### src/rtl/core/lpse_pkg.sv
package lpse_pkg;

	localparam int unsigned POS_W   = 10;
	localparam int unsigned COUNT_W = 11;
	localparam int unsigned ORDER_W = 2;
	localparam int unsigned CFG_W   = 11;
	localparam int unsigned CMDQ_DEPTH = 2;

	// register indexes
	localparam logic REG_PIXEL_COUNT = 1'b0;
	localparam logic REG_CHAN_ORDER  = 1'b1;

	// colour orders
	localparam logic [ORDER_W-1:0] ORDER_RGB = 2'd0;
	localparam logic [ORDER_W-1:0] ORDER_GRB = 2'd1;

	// line symbols per data bit
	localparam logic [2:0] SYM_ONE  = 3'b110;
	localparam logic [2:0] SYM_ZERO = 3'b100;

	typedef struct packed {
		logic [7:0] red;
		logic [7:0] green;
		logic [7:0] blue;
	} pixel_t;

	typedef struct packed {
		logic [7:0] line_byte;
		logic       run_last;
		logic       frame_end;
		logic       config_error;
	} line_t;

	// classified pixel handed from front to back
	typedef struct packed {
		logic       err;
		logic       first;
		logic       last;
		logic [7:0] ch0;
		logic [7:0] ch1;
		logic [7:0] ch2;
	} cmd_t;

	// queue status seen by front and back
	typedef struct packed {
		logic full;
		logic head_valid;
	} cmdq_status_t;

	function automatic logic [23:0] expand_byte(input logic [7:0] v);
		logic [23:0] acc;
		acc = '0;
		for (int b = 7; b >= 0; b--) begin
			acc = {acc[20:0], (v[b] ? SYM_ONE : SYM_ZERO)};
		end
		return acc;
	endfunction

endpackage

### src/rtl/core/lpse_front.sv
module lpse_front import lpse_pkg::*; #(
	parameter int unsigned MAX_PIXELS = 1024
) (
	input  logic                clk,
	input  logic                arst_n,
	input  logic                cfg_we,
	input  logic                cfg_index,
	input  logic [CFG_W-1:0]    cfg_data,
	input  logic                pix_valid,
	output logic                pix_stall,
	input  pixel_t              pix,
	input  cmdq_status_t        q_status,
	output logic                push,
	output cmd_t                push_cmd
);

	localparam logic [16:0] MAX_PIX_V = 17'(MAX_PIXELS);

	logic [COUNT_W-1:0] pixel_count_q;
	logic [ORDER_W-1:0] chan_order_q;
	logic [POS_W-1:0]   pos_q;
	logic               cfg_bad;
	logic               last_pix;

	always_ff @(posedge clk or negedge arst_n) begin
		if (!arst_n) begin
			pixel_count_q <= COUNT_W'(1);
			chan_order_q  <= ORDER_GRB;
		end else if (cfg_we) begin
			unique case (cfg_index)
				REG_PIXEL_COUNT: pixel_count_q <= cfg_data[COUNT_W-1:0];
				REG_CHAN_ORDER:  chan_order_q  <= cfg_data[ORDER_W-1:0];
				default: ;
			endcase
		end
	end

	assign cfg_bad = (pixel_count_q == '0)
		|| ({6'd0, pixel_count_q} > MAX_PIX_V)
		|| ((chan_order_q != ORDER_RGB) && (chan_order_q != ORDER_GRB));

	// a lowered count mid-frame also closes the frame
	assign last_pix = ({1'b0, pos_q} >= (pixel_count_q - COUNT_W'(1)));

	assign pix_stall = q_status.full;
	assign push      = pix_valid && !pix_stall;

	always_comb begin
		push_cmd.err   = cfg_bad;
		push_cmd.first = (pos_q == '0);
		push_cmd.last  = last_pix;
		push_cmd.ch0   = (chan_order_q == ORDER_RGB) ? pix.red : pix.green;
		push_cmd.ch1   = (chan_order_q == ORDER_RGB) ? pix.green : pix.red;
		push_cmd.ch2   = pix.blue;
	end

	always_ff @(posedge clk or negedge arst_n) begin
		if (!arst_n) begin
			pos_q <= '0;
		end else if (push) begin
			if (cfg_bad || last_pix) begin
				pos_q <= '0;
			end else begin
				pos_q <= pos_q + POS_W'(1);
			end
		end
	end

endmodule

### src/rtl/core/lpse_cmdq.sv
module lpse_cmdq import lpse_pkg::*; (
	input  logic         clk,
	input  logic         arst_n,
	input  logic         push,
	input  cmd_t         push_cmd,
	input  logic         pop,
	output cmdq_status_t q_status,
	output cmd_t         head_cmd
);

	localparam int unsigned PTR_W = $clog2(CMDQ_DEPTH);

	cmd_t                 mem_q [CMDQ_DEPTH];
	logic [PTR_W-1:0]     wr_ptr_q;
	logic [PTR_W-1:0]     rd_ptr_q;
	logic [PTR_W:0]       count_q;

	assign q_status.full       = (count_q == (PTR_W+1)'(CMDQ_DEPTH));
	assign q_status.head_valid = (count_q != '0);
	assign head_cmd            = mem_q[rd_ptr_q];

	always_ff @(posedge clk) begin
		if (push) begin
			mem_q[wr_ptr_q] <= push_cmd;
		end
	end

	always_ff @(posedge clk or negedge arst_n) begin
		if (!arst_n) begin
			wr_ptr_q <= '0;
			rd_ptr_q <= '0;
			count_q  <= '0;
		end else begin
			if (push) begin
				wr_ptr_q <= wr_ptr_q + PTR_W'(1);
			end
			if (pop) begin
				rd_ptr_q <= rd_ptr_q + PTR_W'(1);
			end
			unique case ({push, pop})
				2'b10:   count_q <= count_q + (PTR_W+1)'(1);
				2'b01:   count_q <= count_q - (PTR_W+1)'(1);
				default: count_q <= count_q;
			endcase
		end
	end

endmodule

### src/rtl/core/lpse_back.sv
module lpse_back import lpse_pkg::*; #(
	parameter int unsigned GUARD_BYTES = 8
) (
	input  logic         clk,
	input  logic         arst_n,
	input  cmdq_status_t q_status,
	input  cmd_t         head_cmd,
	output logic         pop,
	output logic         line_valid,
	input  logic         line_stall,
	output line_t        line
);

	localparam int unsigned SPAN  = (GUARD_BYTES > 9) ? GUARD_BYTES : 9;
	localparam int unsigned CNT_W = $clog2(SPAN);
	localparam logic [CNT_W:0] GUARD_N = (CNT_W+1)'(GUARD_BYTES);
	localparam logic [CNT_W-1:0] SYM_END = CNT_W'(8);

	typedef enum logic [4:0] {
		PH_START = 5'b00001,
		PH_LEAD  = 5'b00010,
		PH_SYM   = 5'b00100,
		PH_TRAIL = 5'b01000,
		PH_ERR   = 5'b10000
	} phase_t;

	phase_t           phase_q;
	phase_t           cur_phase;
	phase_t           nxt_phase;
	logic [CNT_W-1:0] cnt_q;
	logic [CNT_W-1:0] cur_cnt;
	logic [CNT_W-1:0] nxt_cnt;
	logic             adv;
	logic             emit;
	logic             done;
	logic             guard_end;
	logic [7:0]       sym_ch;
	logic [23:0]      sym_bits;
	logic [7:0]       sym_byte;
	line_t            nxt_line;
	line_t            line_q;
	logic             line_valid_q;

	assign adv  = !line_valid_q || !line_stall;
	assign emit = adv && q_status.head_valid;
	assign pop  = emit && done;

	// item start resolves to its first real phase without a spare cycle
	always_comb begin
		cur_cnt = cnt_q;
		if (phase_q == PH_START) begin
			cur_cnt = '0;
			if (head_cmd.err) begin
				cur_phase = PH_ERR;
			end else if (head_cmd.first && (GUARD_BYTES > 0)) begin
				cur_phase = PH_LEAD;
			end else begin
				cur_phase = PH_SYM;
			end
		end else begin
			cur_phase = phase_q;
		end
	end

	assign guard_end = (({1'b0, cur_cnt} + (CNT_W+1)'(1)) == GUARD_N);

	always_comb begin
		unique case (cur_cnt[3:0])
			4'd0, 4'd1, 4'd2: sym_ch = head_cmd.ch0;
			4'd3, 4'd4, 4'd5: sym_ch = head_cmd.ch1;
			default:          sym_ch = head_cmd.ch2;
		endcase
	end

	assign sym_bits = expand_byte(sym_ch);

	always_comb begin
		unique case (cur_cnt[3:0])
			4'd0, 4'd3, 4'd6: sym_byte = sym_bits[23:16];
			4'd1, 4'd4, 4'd7: sym_byte = sym_bits[15:8];
			default:          sym_byte = sym_bits[7:0];
		endcase
	end

	always_comb begin
		nxt_line  = '0;
		nxt_phase = cur_phase;
		nxt_cnt   = cur_cnt + CNT_W'(1);
		done      = 1'b0;
		unique case (cur_phase)
			PH_ERR: begin
				nxt_line.run_last     = 1'b1;
				nxt_line.config_error = 1'b1;
				done                  = 1'b1;
				nxt_phase             = PH_START;
			end
			PH_LEAD: begin
				if (guard_end) begin
					nxt_phase = PH_SYM;
					nxt_cnt   = '0;
				end
			end
			PH_SYM: begin
				nxt_line.line_byte = sym_byte;
				if (cur_cnt == SYM_END) begin
					nxt_line.run_last  = !head_cmd.last || (GUARD_BYTES == 0);
					nxt_line.frame_end = head_cmd.last && (GUARD_BYTES == 0);
					if (head_cmd.last && (GUARD_BYTES > 0)) begin
						nxt_phase = PH_TRAIL;
						nxt_cnt   = '0;
					end else begin
						done      = 1'b1;
						nxt_phase = PH_START;
					end
				end
			end
			PH_TRAIL: begin
				if (guard_end) begin
					nxt_line.run_last  = 1'b1;
					nxt_line.frame_end = 1'b1;
					done               = 1'b1;
					nxt_phase          = PH_START;
				end
			end
			default: begin
				nxt_phase = PH_START;
			end
		endcase
	end

	always_ff @(posedge clk or negedge arst_n) begin
		if (!arst_n) begin
			phase_q      <= PH_START;
			cnt_q        <= '0;
			line_valid_q <= 1'b0;
		end else if (adv) begin
			line_valid_q <= q_status.head_valid;
			if (q_status.head_valid) begin
				phase_q <= nxt_phase;
				cnt_q   <= nxt_cnt;
			end
		end
	end

	always_ff @(posedge clk) begin
		if (emit) begin
			line_q <= nxt_line;
		end
	end

	assign line_valid = line_valid_q;
	assign line       = line_q;

endmodule

### src/rtl/core/led_pixel_spi_symbol_encoder_core.sv
// path: with the back end idle, the first line byte of a pixel passes through
//   the command queue and then the output register after its transfer
// throughput: one line byte per cycle out of the back-end sequencer while a
//   command is queued and line_stall is low; a pixel inside a frame gives 9
//   line bytes, 9 + GUARD_BYTES at frame start or end, 9 + 2 * GUARD_BYTES for
//   a one-pixel frame, and one error byte when the configuration is invalid
// reset: arst_n clears the queue, sequencer and frame position at once;
//   pixel_count comes up as 1 and the channel order as GRB
module led_pixel_spi_symbol_encoder_core import lpse_pkg::*; #(
	parameter int unsigned GUARD_BYTES = 8,
	parameter int unsigned MAX_PIXELS  = 1024
) (
	input  logic             clk,
	input  logic             arst_n,
	// configuration write port
	input  logic             cfg_we,
	input  logic             cfg_index,
	input  logic [CFG_W-1:0] cfg_data,
	// pixel channel
	input  logic             pix_valid,
	output logic             pix_stall,
	input  pixel_t           pix,
	// line byte channel
	output logic             line_valid,
	input  logic             line_stall,
	output line_t            line
);

	// front to queue
	logic         push;
	cmd_t         push_cmd;
	// queue to back
	cmdq_status_t q_status;
	cmd_t         head_cmd;
	logic         pop;

	// front: holds the registers and frame position, classifies each pixel
	// (error, first of frame, last of frame) and orders its channels
	lpse_front #(
		.MAX_PIXELS (MAX_PIXELS)
	) u_front (
		.clk       (clk),
		.arst_n    (arst_n),
		.cfg_we    (cfg_we),
		.cfg_index (cfg_index),
		.cfg_data  (cfg_data),
		.pix_valid (pix_valid),
		.pix_stall (pix_stall),
		.pix       (pix),
		.q_status  (q_status),
		.push      (push),
		.push_cmd  (push_cmd)
	);

	// two-entry command queue lets the front take the next pixel while the
	// back is still sending the current one
	lpse_cmdq u_cmdq (
		.clk      (clk),
		.arst_n   (arst_n),
		.push     (push),
		.push_cmd (push_cmd),
		.pop      (pop),
		.q_status (q_status),
		.head_cmd (head_cmd)
	);

	// back: guard bytes at frame start/end, nine symbol bytes or one error byte,
	// one per unstalled cycle, registered; pops the command on its last byte
	lpse_back #(
		.GUARD_BYTES (GUARD_BYTES)
	) u_back (
		.clk        (clk),
		.arst_n     (arst_n),
		.q_status   (q_status),
		.head_cmd   (head_cmd),
		.pop        (pop),
		.line_valid (line_valid),
		.line_stall (line_stall),
		.line       (line)
	);

endmodule

### config.mk
export PLATFORM = sky130hd
export DESIGN_NAME = led_pixel_spi_symbol_encoder_core
export DESIGN_NICKNAME = d
export VERILOG_FILES = /design/src/rtl/core/lpse_pkg.sv /design/src/rtl/core/lpse_front.sv /design/src/rtl/core/lpse_cmdq.sv /design/src/rtl/core/lpse_back.sv /design/src/rtl/core/led_pixel_spi_symbol_encoder_core.sv
export SDC_FILE = /design/constraint.sdc
export NUM_CORES = 1
export LEC_CHECK = 0
export ABC_AREA = 0
export BUFFER_PORTS_ARGS = -buffer_cell sky130_fd_sc_hd__buf_4
export CAP_MARGIN = 15
export CORE_ASPECT_RATIO = 1.2
export CORE_MARGIN = 4
export CORE_UTILIZATION = 59
export CTS_CLUSTER_SIZE = 28
export DETAILED_ROUTE_END_ITERATION = 6
export PLACE_DENSITY = 0.8
export SLEW_MARGIN = 40
export SYNTH_ARGS = -nofsm -noshare
export SYNTH_HDL_FRONTEND = slang
export SYNTH_SLANG_ARGS = --single-unit
### constraint.sdc
create_clock -name clk -period 3.6 [get_ports clk]
set_input_delay 0.72 -clock clk [delete_from_list [all_inputs] [get_ports clk]]
set_output_delay 0.72 -clock clk [all_outputs]
set_load 0.01 [all_outputs]
==> run summary, run 1 <==
Outcome: completed
Worst Path Class, Setup: flop to flop
Worst Slack Setup Final: 0.355 ns
Die Outline Area: 10600 um2
Quantity of I/O buffers inserted on ports: 53
Residual antenna-violating net count after detailed routing: 0
Most frequent cells in the layout: sky130_fd_sc_hd__edfxtp_1 (65), sky130_fd_sc_hd__buf_4 (58), sky130_fd_sc_hd__mux2_2 (39), sky130_fd_sc_hd__dfrtp_1 (34)
Largest fanout of any net on the critical path: 10
Insertion delay to the later sink of the worst-skew pair: 0.37 ns
Worst min-delay path category: primary input to asynchronous set/reset pin
Wire length per cell after detailed routing: 17.0 um
Vias per cell: 5.96
CTS Buf Count: 9
First-pass GRT wire length: 17500 um
Antenna fix cells: 0
Most frequently used flop master after synthesis: sky130_fd_sc_hd__edfxtp_1
Wire length after detailed routing: 10500 um
Count of max-cap constraint violations: 0
Final clock skew: 0.0100 ns
Worst vdd ir: 0.000355 V
Placed Instance Area: 5800 um2
Proportion of register bits with asynchronous set or reset after synthesis: 0.363
Core area: 8660 um2
Count of instances resized after the clock tree is built: 0
Data required time at the worst endpoint: 3.70 ns
Final HPWL from detailed placement: 7450 um
Worst-margin pin slew: 0.577 ns
Horizontal die dimension: 94.5 um
Most common cell after layout, fill and taps aside: sky130_fd_sc_hd__edfxtp_1
Capturing point of the worst reg2reg path: u_back.line[8]
Routability congestion estimate: 0.864
Timing startpoint of the critical path: u_back.phase_q[1]
Endpoints failing setup: 0
Critical path destination: u_back.line[8]
Clock slew at reported path FFs: 0.09 ns
Maximum count of clock buffers along a single path: 2
Length of the first detailed-routing pass in iterations: 7
Mapped Nets: 498
DRC Markers: 0
Total of flip-flops plus latches after synthesis: 102
Worst R2R Path Depth: 10
RSZ-0062 raised after global routing: false
Max_slew headroom: 0.605
Pin count of the biggest net entering global routing: 38
Cell at the root of the clock tree: sky130_fd_sc_hd__clkbuf_8
Setup repair bufs after CTS: 0
Post-synth EDFFs: 65
Effective utilization at floorplan: 0.612
All-Layer GR Usage: 0.213
Die Y: 112 um
Worst flop-to-flop path startpoint: u_back.phase_q[1]
Post-route setup TNS: 0 ns
Row count: 37
Power consumption: 4.45 mW
Power density over the cells: 744 nW/um2
Worst setup SP type: flop
Final std cell area, no fill: 5990 um2
R2r setup slk: 0.35 ns
Maximum clock rate: 308 MHz
Final Hold Fails: 0
Count of routing violations after the opening detailed-route iteration: 185
Synth Warn #: 0
Vias in the first global route: 3688
Share of the clock period used by the worst path after layout: 0.901
Number of max-slew violations in the final report: 0
Antenna violations before repair: 0
Sequential share of the synthesized area: 0.544
Total number of nets in the final design: 552
H-Tree Level Count: 3
Gate count of the mapped netlist: 438
CP arrival: 3.35 ns
Critical path endpoint category: flop
Average instance area after synthesis: 12.1 um2
Clock tree from TritonCTS: done
Top-level port count: 54
Unique masters post-synth: 60
Time the final worst path needs with I/O delays and setup: 3.25 ns
Hold buffer count at CTS: 0
Synth-to-Final Area Change: 12.9%
Clock net sink count: 102
Fraction of layout instances using a drive strength above 1: 0.274
Sum of overflow across all layers after global routing: 0
Routed via count: 3662
Synthesized cell area: 5300 um2
Leak pwr: 2.36 nW
Pre-CTS WS: 0.560 ns
power breakdown:
group	internal [mW]	switching [mW]	leakage, nW
combinational	0.796	1.07	1.20
sequential	1.64	0.240	1.07
clock	0.319	0.389	0.0899
routing by layer:
layer,global-route usage,vias to the layer above,routed length [um]
met5,0,-,0
met4,0.0828,0,197
met3,0.0385,22,506
met2,0.360,117,5400
met1,0.269,1786,4360
li1,-,1737,-
how the worst min path moves through the flow:
stage	start	endpoint	slack, ns	cells past startpoint
floorplan	arst_n	u_back.cnt_q[0]	0.42	0
global placement	u_back.line_valid	u_back.line_valid	0.48	2
detailed placement	u_back.line_valid	u_back.line_valid	0.52	2
CTS	arst_n	u_front.pos_q[4]	0.30	1
global route	arst_n	u_back.cnt_q[3]	0.32	1
finish	arst_n	u_back.cnt_q[3]	0.30	1
state kept, by name, summed over array words and instances, names as in the netlist:
register               count
u_cmdq.count_q             2
u_back.line_valid          1
u_back.cnt_q               4
u_cmdq.rd_ptr_q            1
u_cmdq.wr_ptr_q            1
u_front.pixel_count_q     11
u_cmdq.mem_q              54
u_back.line               11
u_front.chan_order_q       2
u_back.phase_q             5
u_front.pos_q             10
final cells by class:
type / count / area [um2]
fillers: 633 / 2670
flip-flops and latches: 102 / 2880
multi-input cells: 300 / 2250
well taps: 117 / 146
repair buffers: 58 / 435
inverters: 21 / 78.8
clock buffers: 10 / 128
clock inverters: 6 / 62.6
worst max-delay path, cell delays in order (launching register included):
cell and delay (ns):
sky130_fd_sc_hd__dfrtp_1 0.51, sky130_fd_sc_hd__nor2_4 0.25, sky130_fd_sc_hd__nand3_4 0.17, sky130_fd_sc_hd__nand2_1 0.18, sky130_fd_sc_hd__inv_1 0.09, sky130_fd_sc_hd__ha_1 0.22, sky130_fd_sc_hd__or2_2 0.34, sky130_fd_sc_hd__o21ai_1 0.41
sky130_fd_sc_hd__nor2_1 0.11, sky130_fd_sc_hd__a2111oi_0 0.57, sky130_fd_sc_hd__nor2b_1 0.12
Yosys cell counts (5+ instances only):
cell | instances | share of area
sky130_fd_sc_hd__xnor2_1 | 12 | 0.020
sky130_fd_sc_hd__nor4_1 | 5 | 0.0059
sky130_fd_sc_hd__dfrtp_1 | 34 | 0.16
sky130_fd_sc_hd__a31oi_1 | 8 | 0.0094
sky130_fd_sc_hd__o22ai_1 | 6 | 0.0071
sky130_fd_sc_hd__nor3_1 | 9 | 0.0085
sky130_fd_sc_hd__o21ai_0 | 14 | 0.013
sky130_fd_sc_hd__nand3_1 | 18 | 0.017
sky130_fd_sc_hd__xor2_1 | 7 | 0.012
sky130_fd_sc_hd__mux2i_1 | 12 | 0.023
sky130_fd_sc_hd__a21oi_1 | 18 | 0.017
sky130_fd_sc_hd__nor2_1 | 31 | 0.022
sky130_fd_sc_hd__nand2_1 | 29 | 0.021
sky130_fd_sc_hd__nand4_1 | 6 | 0.0071
sky130_fd_sc_hd__a2111oi_0 | 5 | 0.0083
sky130_fd_sc_hd__inv_1 | 20 | 0.014
sky130_fd_sc_hd__buf_2 | 6 | 0.0057
sky130_fd_sc_hd__ha_1 | 19 | 0.045
sky130_fd_sc_hd__mux2_2 | 39 | 0.083
sky130_fd_sc_hd__edfxtp_1 | 65 | 0.37
cells by family (layout without fill, tap and decap cells):
logic type	after synthesis	in the layout	share of synthesized area
adders and majority gates	19	19	0.0448
buffers and inverters	36	95	0.0335
xor gates and xnor gates	19	19	0.0314
DFF	102	102	0.544
AOI/OAI and AO/OA	84	84	0.112
and+or+nand+nor	127	127	0.129
muxes	51	51	0.105
through the flow:
stage / hold slack, ns / util / cells
floorplan: 0.424 / - / 438
global placement: 0.477 / 0.669 / 598
detailed placement: 0.518 / 0.669 / 598
CTS: 0.305 / 0.691 / 614
global route: 0.325 / 0.691 / 614
finish: 0.302 / 0.691 / 614
Note: power is estimated with default switching activity, not from simulation.
==> inputs of run 2 (changes only) <==
--- a/config.mk
+++ b/config.mk
@@ -5,7 +5,7 @@
 export SDC_FILE = /design/constraint.sdc
 export NUM_CORES = 1
 export LEC_CHECK = 0
-export ABC_AREA = 0
+export ABC_AREA = 1
 export BUFFER_PORTS_ARGS = -buffer_cell sky130_fd_sc_hd__buf_4
 export CAP_MARGIN = 15
 export CORE_ASPECT_RATIO = 1.2
==> run summary, run 2 <==
Outcome: completed (unchanged)
Count of instances resized after the clock tree is built: 0 (unchanged)
Vias per cell: 5.21 (was 5.96)
Die Y: 112 um (about the same)
Insertion delay to the later sink of the worst-skew pair: 0.37 ns (about the same)
Top register by number of flip-flops: u_cmdq.mem_q (unchanged)
Final HPWL from detailed placement: 7530 um (was 7450 um)
Clock network fraction of design power: 0.160 (was 0.159)
Share of the clock period used by the worst path after layout: 0.782 (was 0.901)
Mapped Nets: 630 (was 498)
Average instance area after synthesis: 9.31 um2 (was 12.1 um2)
Hold buffer count at CTS: 0 (unchanged)
Data required time at the worst endpoint: 3.86 ns (was 3.70 ns)
Worst R2R Path Depth: 18 (was 10)
Cell type with the highest aggregate area in the netlist: sky130_fd_sc_hd__edfxtp_1 (unchanged)
Sequential share of the synthesized area: 0.543 (was 0.544)
Top cells by area, synth: sky130_fd_sc_hd__edfxtp_1 (37%), sky130_fd_sc_hd__dfrtp_1 (16%), sky130_fd_sc_hd__nand2_1 (11%) (was sky130_fd_sc_hd__edfxtp_1 (37%), sky130_fd_sc_hd__dfrtp_1 (16%), sky130_fd_sc_hd__mux2_2 (8.3%))
Power consumption: 4.52 mW (was 4.45 mW)
Count leader, synth: sky130_fd_sc_hd__nand2_1 (was sky130_fd_sc_hd__edfxtp_1)
Clock net sink count: 102 (unchanged)
Worst min-delay path category: primary input to asynchronous set/reset pin (unchanged)
Setup repair bufs after CTS: 0 (unchanged)
Gate count of the mapped netlist: 570 (was 438)
Post-synth EDFFs: 65 (unchanged)
Worst vdd ir: 0.000327 V (was 0.000355 V)
RSZ-0062 raised after global routing: false (unchanged)
Endpoints failing setup: 0 (unchanged)
Most frequently used flop master after synthesis: sky130_fd_sc_hd__edfxtp_1 (unchanged)
Final clock skew: 0.00881 ns (was 0.0100 ns)
Leak pwr: 2.76 nW (was 2.36 nW)
Fraction of layout instances using a drive strength above 1: 0.193 (was 0.274)
Worst-margin pin slew: 0.521 ns (was 0.577 ns)
Post-route setup TNS: 0 ns (unchanged)
Residual antenna-violating net count after detailed routing: 0 (unchanged)
Capturing point of the worst reg2reg path: u_cmdq.count_q[1] (was u_back.line[8])
Routability congestion estimate: 0.813 (was 0.864)
Wire length after detailed routing: 10300 um (was 10500 um)
Sequential fraction of design power: 0.391 (was 0.423)
CP arrival: 3.07 ns (was 3.35 ns)
Final Hold Fails: 0 (unchanged)
Routed via count: 3904 (was 3662)
Total of flip-flops plus latches after synthesis: 102 (unchanged)
Sum of overflow across all layers after global routing: 0 (unchanged)
Maximum clock rate: 355 MHz (was 308 MHz)
Clock tree from TritonCTS: done (unchanged)
Number of max-slew violations in the final report: 0 (unchanged)
Pre-CTS WS: 0.837 ns (was 0.560 ns)
Quantity of I/O buffers inserted on ports: 53 (unchanged)
Length of the first detailed-routing pass in iterations: 4 (was 7)
Net switching fraction of the power: 0.418 (was 0.381)
Die Outline Area: 10600 um2 (about the same)
Antenna violations before repair: 0 (unchanged)
Row count: 37 (unchanged)
Cell at the root of the clock tree: sky130_fd_sc_hd__clkbuf_8 (unchanged)
Total number of nets in the final design: 687 (was 552)
CTS Buf Count: 9 (unchanged)
Largest register FFs: 54 (unchanged)
Area share of the largest cell type after synthesis: 0.368 (about the same)
H-Tree Level Count: 3 (unchanged)
Unique masters post-synth: 39 (was 60)
Time the final worst path needs with I/O delays and setup: 2.82 ns (was 3.25 ns)
Largest fanout of any net on the critical path: 7 (was 10)
First-pass GRT wire length: 17500 um (about the same)
Proportion of register bits with asynchronous set or reset after synthesis: 0.363 (unchanged)
Internal power summed over all cells: 2.63 mW (was 2.76 mW)
Maximum count of clock buffers along a single path: 2 (unchanged)
Combinational power share: 0.449 (was 0.418)
Effective utilization at floorplan: 0.613 (was 0.612)
Synth Warn #: 0 (unchanged)
Max_slew headroom: 0.650 (was 0.605)
Pin count of the biggest net entering global routing: 38 (unchanged)
Critical path endpoint category: flop (unchanged)
DRC Markers: 0 (unchanged)
Clock slew at reported path FFs: 0.10 ns (was 0.09 ns)
Count of max-cap constraint violations: 0 (unchanged)
Synthesized cell area: 5310 um2 (was 5300 um2)
Wire length per cell after detailed routing: 13.7 um (was 17.0 um)
Worst setup SP type: flop (unchanged)
All-Layer GR Usage: 0.209 (was 0.213)
Count of routing violations after the opening detailed-route iteration: 233 (was 185)
Core area: 8660 um2 (unchanged)
Most common cell after layout, fill and taps aside: sky130_fd_sc_hd__nand2_1 (was sky130_fd_sc_hd__edfxtp_1)
Horizontal die dimension: 94.6 um (was 94.5 um)
Worst Path Class, Setup: flop to flop (unchanged)
Worst flop-to-flop path startpoint: u_back.phase_q[2] (was u_back.phase_q[1])
Worst Slack Setup Final: 0.785 ns (was 0.355 ns)
R2r setup slk: 0.78 ns (was 0.35 ns)
Vias in the first global route: 3933 (was 3688)
Most frequent cells in the layout: sky130_fd_sc_hd__nand2_1 (161), sky130_fd_sc_hd__edfxtp_1 (65), sky130_fd_sc_hd__inv_1 (60), sky130_fd_sc_hd__buf_4 (58), sky130_fd_sc_hd__nor2_1 (51) (was sky130_fd_sc_hd__edfxtp_1 (65), sky130_fd_sc_hd__buf_4 (58), sky130_fd_sc_hd__mux2_2 (39), sky130_fd_sc_hd__dfrtp_1 (34))
Switching component of the power: 1.89 mW (was 1.70 mW)
List of most frequent post-synthesis cells: sky130_fd_sc_hd__nand2_1 (161), sky130_fd_sc_hd__edfxtp_1 (65), sky130_fd_sc_hd__inv_1 (60) (was sky130_fd_sc_hd__edfxtp_1 (65), sky130_fd_sc_hd__mux2_2 (39), sky130_fd_sc_hd__dfrtp_1 (34))
Antenna fix cells: 0 (unchanged)
Power density over the cells: 749 nW/um2 (was 744 nW/um2)
Top-level port count: 54 (unchanged)
Synth-to-Final Area Change: 13.7% (was 12.9%)
[run 2: power by group through the flow]
| stage | sequential, mW | combinational (mW) | clock, mW |
|---|---|---|---|
| 3_5_place_dp | 1.79 | 2.02 | 0 |
| 5_1_grt | 1.80 | 2.30 | 0.788 |
| 3_3_place_gp | 1.77 | 1.97 | 0 |
| 4_1_cts | 1.77 | 2.04 | 0.740 |
| 2_1_floorplan | 1.79 | 1.46 | 0 |
| 6_report | 1.77 | 2.03 | 0.725 |
[run 2: per-stage QoR]
stage,cell area [um2],std cells,hold slack [ns],util
after floorplan,5310,570,0.424,-
after global placement,5830,733,0.480,0.674
after detailed placement,5830,733,0.482,0.674
after CTS,6030,749,0.307,0.697
after global routing,6030,749,0.332,0.697
final,6030,749,0.298,0.697
[run 2: worst max path at each step]
| stage | start | endpoint | depth (start not counted) |
|---|---|---|---|
| after floorplan | u_back.phase_q[2] | u_cmdq.count_q[1] | 18 |
| after global placement | u_back.phase_q[2] | u_cmdq.count_q[1] | 18 |
| after detailed placement | u_back.phase_q[2] | u_cmdq.count_q[1] | 18 |
| after CTS | u_back.phase_q[2] | u_cmdq.count_q[1] | 18 |
| after global routing | u_back.phase_q[2] | u_cmdq.count_q[1] | 18 |
| final | u_back.phase_q[2] | u_cmdq.count_q[1] | 18 |
[run 2: kinds of logic (layout without fill, tap and decap cells)]
group	after synthesis	after routing	synth area share
xor gates and xnor gates	19	19	0.0314
DFF	102	102	0.543
AOI/OAI and AO/OA	73	73	0.0776
muxes	11	11	0.0222
adders and majority gates	19	19	0.0448
buffers and inverters	76	138	0.0566
and+or+nand+nor	270	270	0.224
[run 2: final cells by class]
type / instances / area [um2]
Sequential cell: 102 / 2880
Fill cell: 664 / 2630
Multi-Input combinational cell: 392 / 2130
Timing Repair Buffer: 58 / 435
Inverter: 64 / 243
Tap cell: 117 / 146
Clock buffer: 9 / 124
Clock inverter: 7 / 72.6
[run 2: worst max-delay path: stages (launching register included)]
cell,delay (ns)
sky130_fd_sc_hd__dfrtp_1,0.45
sky130_fd_sc_hd__nor2_2,0.18
sky130_fd_sc_hd__nand2_1,0.10
sky130_fd_sc_hd__nor2_4,0.20
sky130_fd_sc_hd__nor2_1,0.12
sky130_fd_sc_hd__inv_1,0.12
sky130_fd_sc_hd__ha_1,0.22
sky130_fd_sc_hd__inv_1,0.06
sky130_fd_sc_hd__nor2_1,0.08
sky130_fd_sc_hd__nand2_1,0.07
sky130_fd_sc_hd__nor2_1,0.11
sky130_fd_sc_hd__nand3_1,0.13
sky130_fd_sc_hd__nand3_2,0.10
sky130_fd_sc_hd__nand2_1,0.08
sky130_fd_sc_hd__inv_1,0.06
sky130_fd_sc_hd__ha_1,0.24
sky130_fd_sc_hd__a21oi_1,0.12
sky130_fd_sc_hd__o21ai_0,0.11
sky130_fd_sc_hd__xor2_1,0.15
[run 2: routing by layer]
| layer | wire length (um) | vias up | GRT usage | share of wire |
|---|---|---|---|---|
| met1 | 4310 | 1814 | 0.264 | 0.42 |
| met4 | 200 | 0 | 0.0818 | 0.020 |
| li1 | - | 1969 | - | - |
| met3 | 455 | 16 | 0.0291 | 0.044 |
| met5 | 0 | - | 0 | 0 |
| met2 | 5290 | 105 | 0.361 | 0.52 |
==> inputs of run 3 (changes only) <==
--- a/config.mk
+++ b/config.mk
@@ -10,10 +10,10 @@
 export CAP_MARGIN = 15
 export CORE_ASPECT_RATIO = 1.2
 export CORE_MARGIN = 4
-export CORE_UTILIZATION = 59
+export CORE_UTILIZATION = 53
 export CTS_CLUSTER_SIZE = 28
 export DETAILED_ROUTE_END_ITERATION = 6
-export PLACE_DENSITY = 0.8
+export PLACE_DENSITY = 0.76
 export SLEW_MARGIN = 40
 export SYNTH_ARGS = -nofsm -noshare
 export SYNTH_HDL_FRONTEND = slang
==> constraint.sdc (replaced) <==
create_clock -name clk -period 2.43 [get_ports clk]
set_input_delay 0.486 -clock clk [delete_from_list [all_inputs] [get_ports clk]]
set_output_delay 0.486 -clock clk [all_outputs]
set_load 0.01 [all_outputs]
==> run summary, run 3 (synthesized netlist as in run 2, its figures left out) <==
Outcome: completed (unchanged)
Area of the multi-input gates: 2280 um2 (was 2130 um2)
Worst min-delay path category: primary input to asynchronous set/reset pin (unchanged)
All-Layer GR Usage: 0.180 (was 0.209)
Total buffers and inverters traversed by the critical path: 3 (unchanged)
Share of the clock period used by the worst path after layout: 0.993 (was 0.782)
Worst flop-to-flop path startpoint: u_back.phase_q[2] (unchanged)
CTS Buf Count: 9 (unchanged)
Sum of overflow across all layers after global routing: 0 (unchanged)
Vias in the first global route: 3804 (was 3933)
Worst setup SP type: flop (unchanged)
Worst vdd ir: 0.000576 V (was 0.000327 V)
Pin count of the biggest net entering global routing: 38 (unchanged)
Core area: 9660 um2 (was 8660 um2)
Count of routing violations after the opening detailed-route iteration: 207 (was 233)
Maximum clock rate: 414 MHz (was 355 MHz)
GR met1 Demand/Resource: 0.216 (was 0.264)
Clock net sink count: 102 (unchanged)
Horizontal die dimension: 99.3 um (was 94.6 um)
Vias per cell: 5.01 (was 5.21)
Die Outline Area: 11700 um2 (was 10600 um2)
CP arrival: 2.62 ns (was 3.07 ns)
Top-level port count: 54 (unchanged)
Register Area: 2880 um2 (unchanged)
Final std cell area, no fill: 6510 um2 (was 6030 um2)
H-Tree Level Count: 3 (unchanged)
Ordered list of cells on the worst path: nor2_2 -> nand2_2 -> nor2_4 -> nor2_4 -> inv_2 -> ha_4 -> inv_2 -> nor2_2 -> nand2_1 -> nor2_1 -> nand3_1 -> nand3_2 -> nand2_2 -> inv_2 -> ha_4 -> a21oi_2 -> o21ai_1 -> xor2_1 (was nor2_2 -> nand2_1 -> nor2_4 -> nor2_1 -> inv_1 -> ha_1 -> inv_1 -> nor2_1 -> nand2_1 -> nor2_1 -> nand3_1 -> nand3_2 -> nand2_1 -> inv_1 -> ha_1 -> a21oi_1 -> o21ai_0 -> xor2_1)
Quantity of I/O buffers inserted on ports: 53 (unchanged)
Final clock skew: 0.00442 ns (was 0.00881 ns)
Maximum count of clock buffers along a single path: 2 (unchanged)
Wire length per cell after detailed routing: 13.4 um (was 13.7 um)
Met3 track utilization from global routing: 0.0285 (was 0.0291)
Family with the most delay on the worst path: simple AND/OR/NAND/NOR gates (unchanged)
Routability congestion estimate: 0.925 (was 0.813)
Number of max-slew violations in the final report: 0 (unchanged)
Antenna violations before repair: 0 (unchanged)
Peak per-stage delay on the critical path: 0.39 ns (was 0.45 ns)
Fraction of layout instances using a drive strength above 1: 0.275 (was 0.193)
Post-route core utilization: 0.674 (was 0.697)
DRC Markers: 0 (unchanged)
Placed Instance Area: 5950 um2 (was 5830 um2)
Endpoints failing setup: 0 (unchanged)
R2r setup slk: 0.02 ns (was 0.78 ns)
Total number of nets in the final design: 717 (was 687)
Timing startpoint of the critical path: u_back.phase_q[2] (unchanged)
Synth-to-Final Area Change: 22.8% (was 13.7%)
Most common cell after layout, fill and taps aside: sky130_fd_sc_hd__nand2_1 (unchanged)
Effective utilization at floorplan: 0.549 (was 0.613)
Non-Filler Instances: 784 (was 749)
Most crowded layer after global routing: met2 (unchanged)
Worst-margin pin slew: 0.778 ns (was 0.521 ns)
Insertion delay to the later sink of the worst-skew pair: 0.33 ns (was 0.37 ns)
Number of fill cells: 769 (was 664)
Count of max-cap constraint violations: 0 (unchanged)
Worst Slack Setup Final: 0.0168 ns (was 0.785 ns)
Leak pwr: 2.97 nW (was 2.76 nW)
Critical path endpoint category: flop (unchanged)
Most frequent cells in the layout: sky130_fd_sc_hd__nand2_1 (153), sky130_fd_sc_hd__buf_4 (87), sky130_fd_sc_hd__edfxtp_1 (65), sky130_fd_sc_hd__inv_1 (54), sky130_fd_sc_hd__nor2_1 (47) (was sky130_fd_sc_hd__nand2_1 (161), sky130_fd_sc_hd__edfxtp_1 (65), sky130_fd_sc_hd__inv_1 (60), sky130_fd_sc_hd__buf_4 (58), sky130_fd_sc_hd__nor2_1 (51))
Slowest CP cell: sky130_fd_sc_hd__dfrtp_1 (unchanged)
Cell seen most often among critical-path stages: sky130_fd_sc_hd__inv_2
Post-route setup TNS: 0 ns (unchanged)
Largest fanout of any net on the critical path: 3 (was 7)
Max_slew headroom: 0.477 (was 0.650)
Hold buffer count at CTS: 0 (unchanged)
Pre-CTS WS: -0.0995 ns (was 0.837 ns)
Length of the first detailed-routing pass in iterations: 4 (unchanged)
Capturing point of the worst reg2reg path: u_cmdq.count_q[1] (unchanged)
Clock slew at reported path FFs: 0.06 ns (was 0.10 ns)
Clock tree from TritonCTS: done (unchanged)
Fraction of met2 tracks used by global routing: 0.313 (was 0.361)
Final HPWL from detailed placement: 7460 um (was 7530 um)
Cell at the root of the clock tree: sky130_fd_sc_hd__clkbuf_16 (was sky130_fd_sc_hd__clkbuf_8)
Routed via count: 3930 (was 3904)
Count of placed standard cells including taps: 752 (was 733)
Row count: 39 (was 37)
Top register by number of flip-flops: u_cmdq.mem_q (unchanged)
RSZ-0062 raised after global routing: true (was false)
Time the final worst path needs with I/O delays and setup: 2.41 ns (was 2.82 ns)
Residual antenna-violating net count after detailed routing: 0 (unchanged)
Worst Path Class, Setup: flop to flop (unchanged)
Power density over the cells: 1180 nW/um2 (was 749 nW/um2)
Data required time at the worst endpoint: 2.64 ns (was 3.86 ns)
Antenna fix cells: 0 (unchanged)
Worst R2R Path Depth: 18 (unchanged)
Final Hold Fails: 0 (unchanged)
Largest register FFs: 54 (unchanged)
Die Y: 118 um (was 112 um)
Wire length after detailed routing: 10500 um (was 10300 um)
First-pass GRT wire length: 16900 um (was 17500 um)
[run 3: cell types whose count changed in the layout (fill, tap and decap cells not counted), moves of 8 or more]
| cell | delta |
|---|---|
| sky130_fd_sc_hd__a21oi_1 | -9 |
| sky130_fd_sc_hd__a21oi_2 | +9 |
| sky130_fd_sc_hd__clkbuf_8 | -9 |
| sky130_fd_sc_hd__nand2_1 | -8 |
| sky130_fd_sc_hd__buf_4 | +29 |
| sky130_fd_sc_hd__clkbuf_16 | +9 |
[run 3: cell type report]
cell class,instances,share of cell area
clock inverter,4,0.0111
inverter,64,0.0373
sequential,102,0.442
multi-input combinational,393,0.350
clock buffer,11,0.0357
timing repair buffer,87,0.100
tap,123,0.0236
[run 3: metrics by stage]
step / total power [mW] / hold slack (ns)
floorplan: 4.84 / 0.190
global placement: 5.68 / 0.479
detailed placement: 5.79 / 0.486
CTS: 7.35 / 0.120
global route: 8.24 / 0.146
finish: 7.69 / 0.122
[run 3: what timing repair did]
action                     in CTS  in global routing
pin swaps                       2                 16
buffers inserted                2                 14
resized for setup               5                 34
cloned                          0                  1
setup endpoints to repair       2                 17
[run 3: where the power goes]
part	total, mW	internal, mW	switching, mW
combinational	3.62	1.42	2.19
clock	1.46	0.895	0.561
sequential	2.62	2.41	0.211
[run 3: how the worst max path moves through the flow]
stage	cells after the start	slack, ns	endpoint
2_1_floorplan	18	0.003	u_cmdq.count_q[1]
3_3_place_gp	17	0.05	u_cmdq.count_q[1]
3_5_place_dp	18	-0.1	u_cmdq.count_q[1]
4_1_cts	15	0.003	u_front.pos_q[1]
5_1_grt	18	-0.08	u_cmdq.count_q[1]
6_report	18	0.02	u_cmdq.count_q[1]
[run 3: per-layer routing]
layer  wire [um]  part of all wire
met5           0                 0
met4          36            0.0034
met3         349             0.033
met2        5740              0.54
met1        4410              0.42
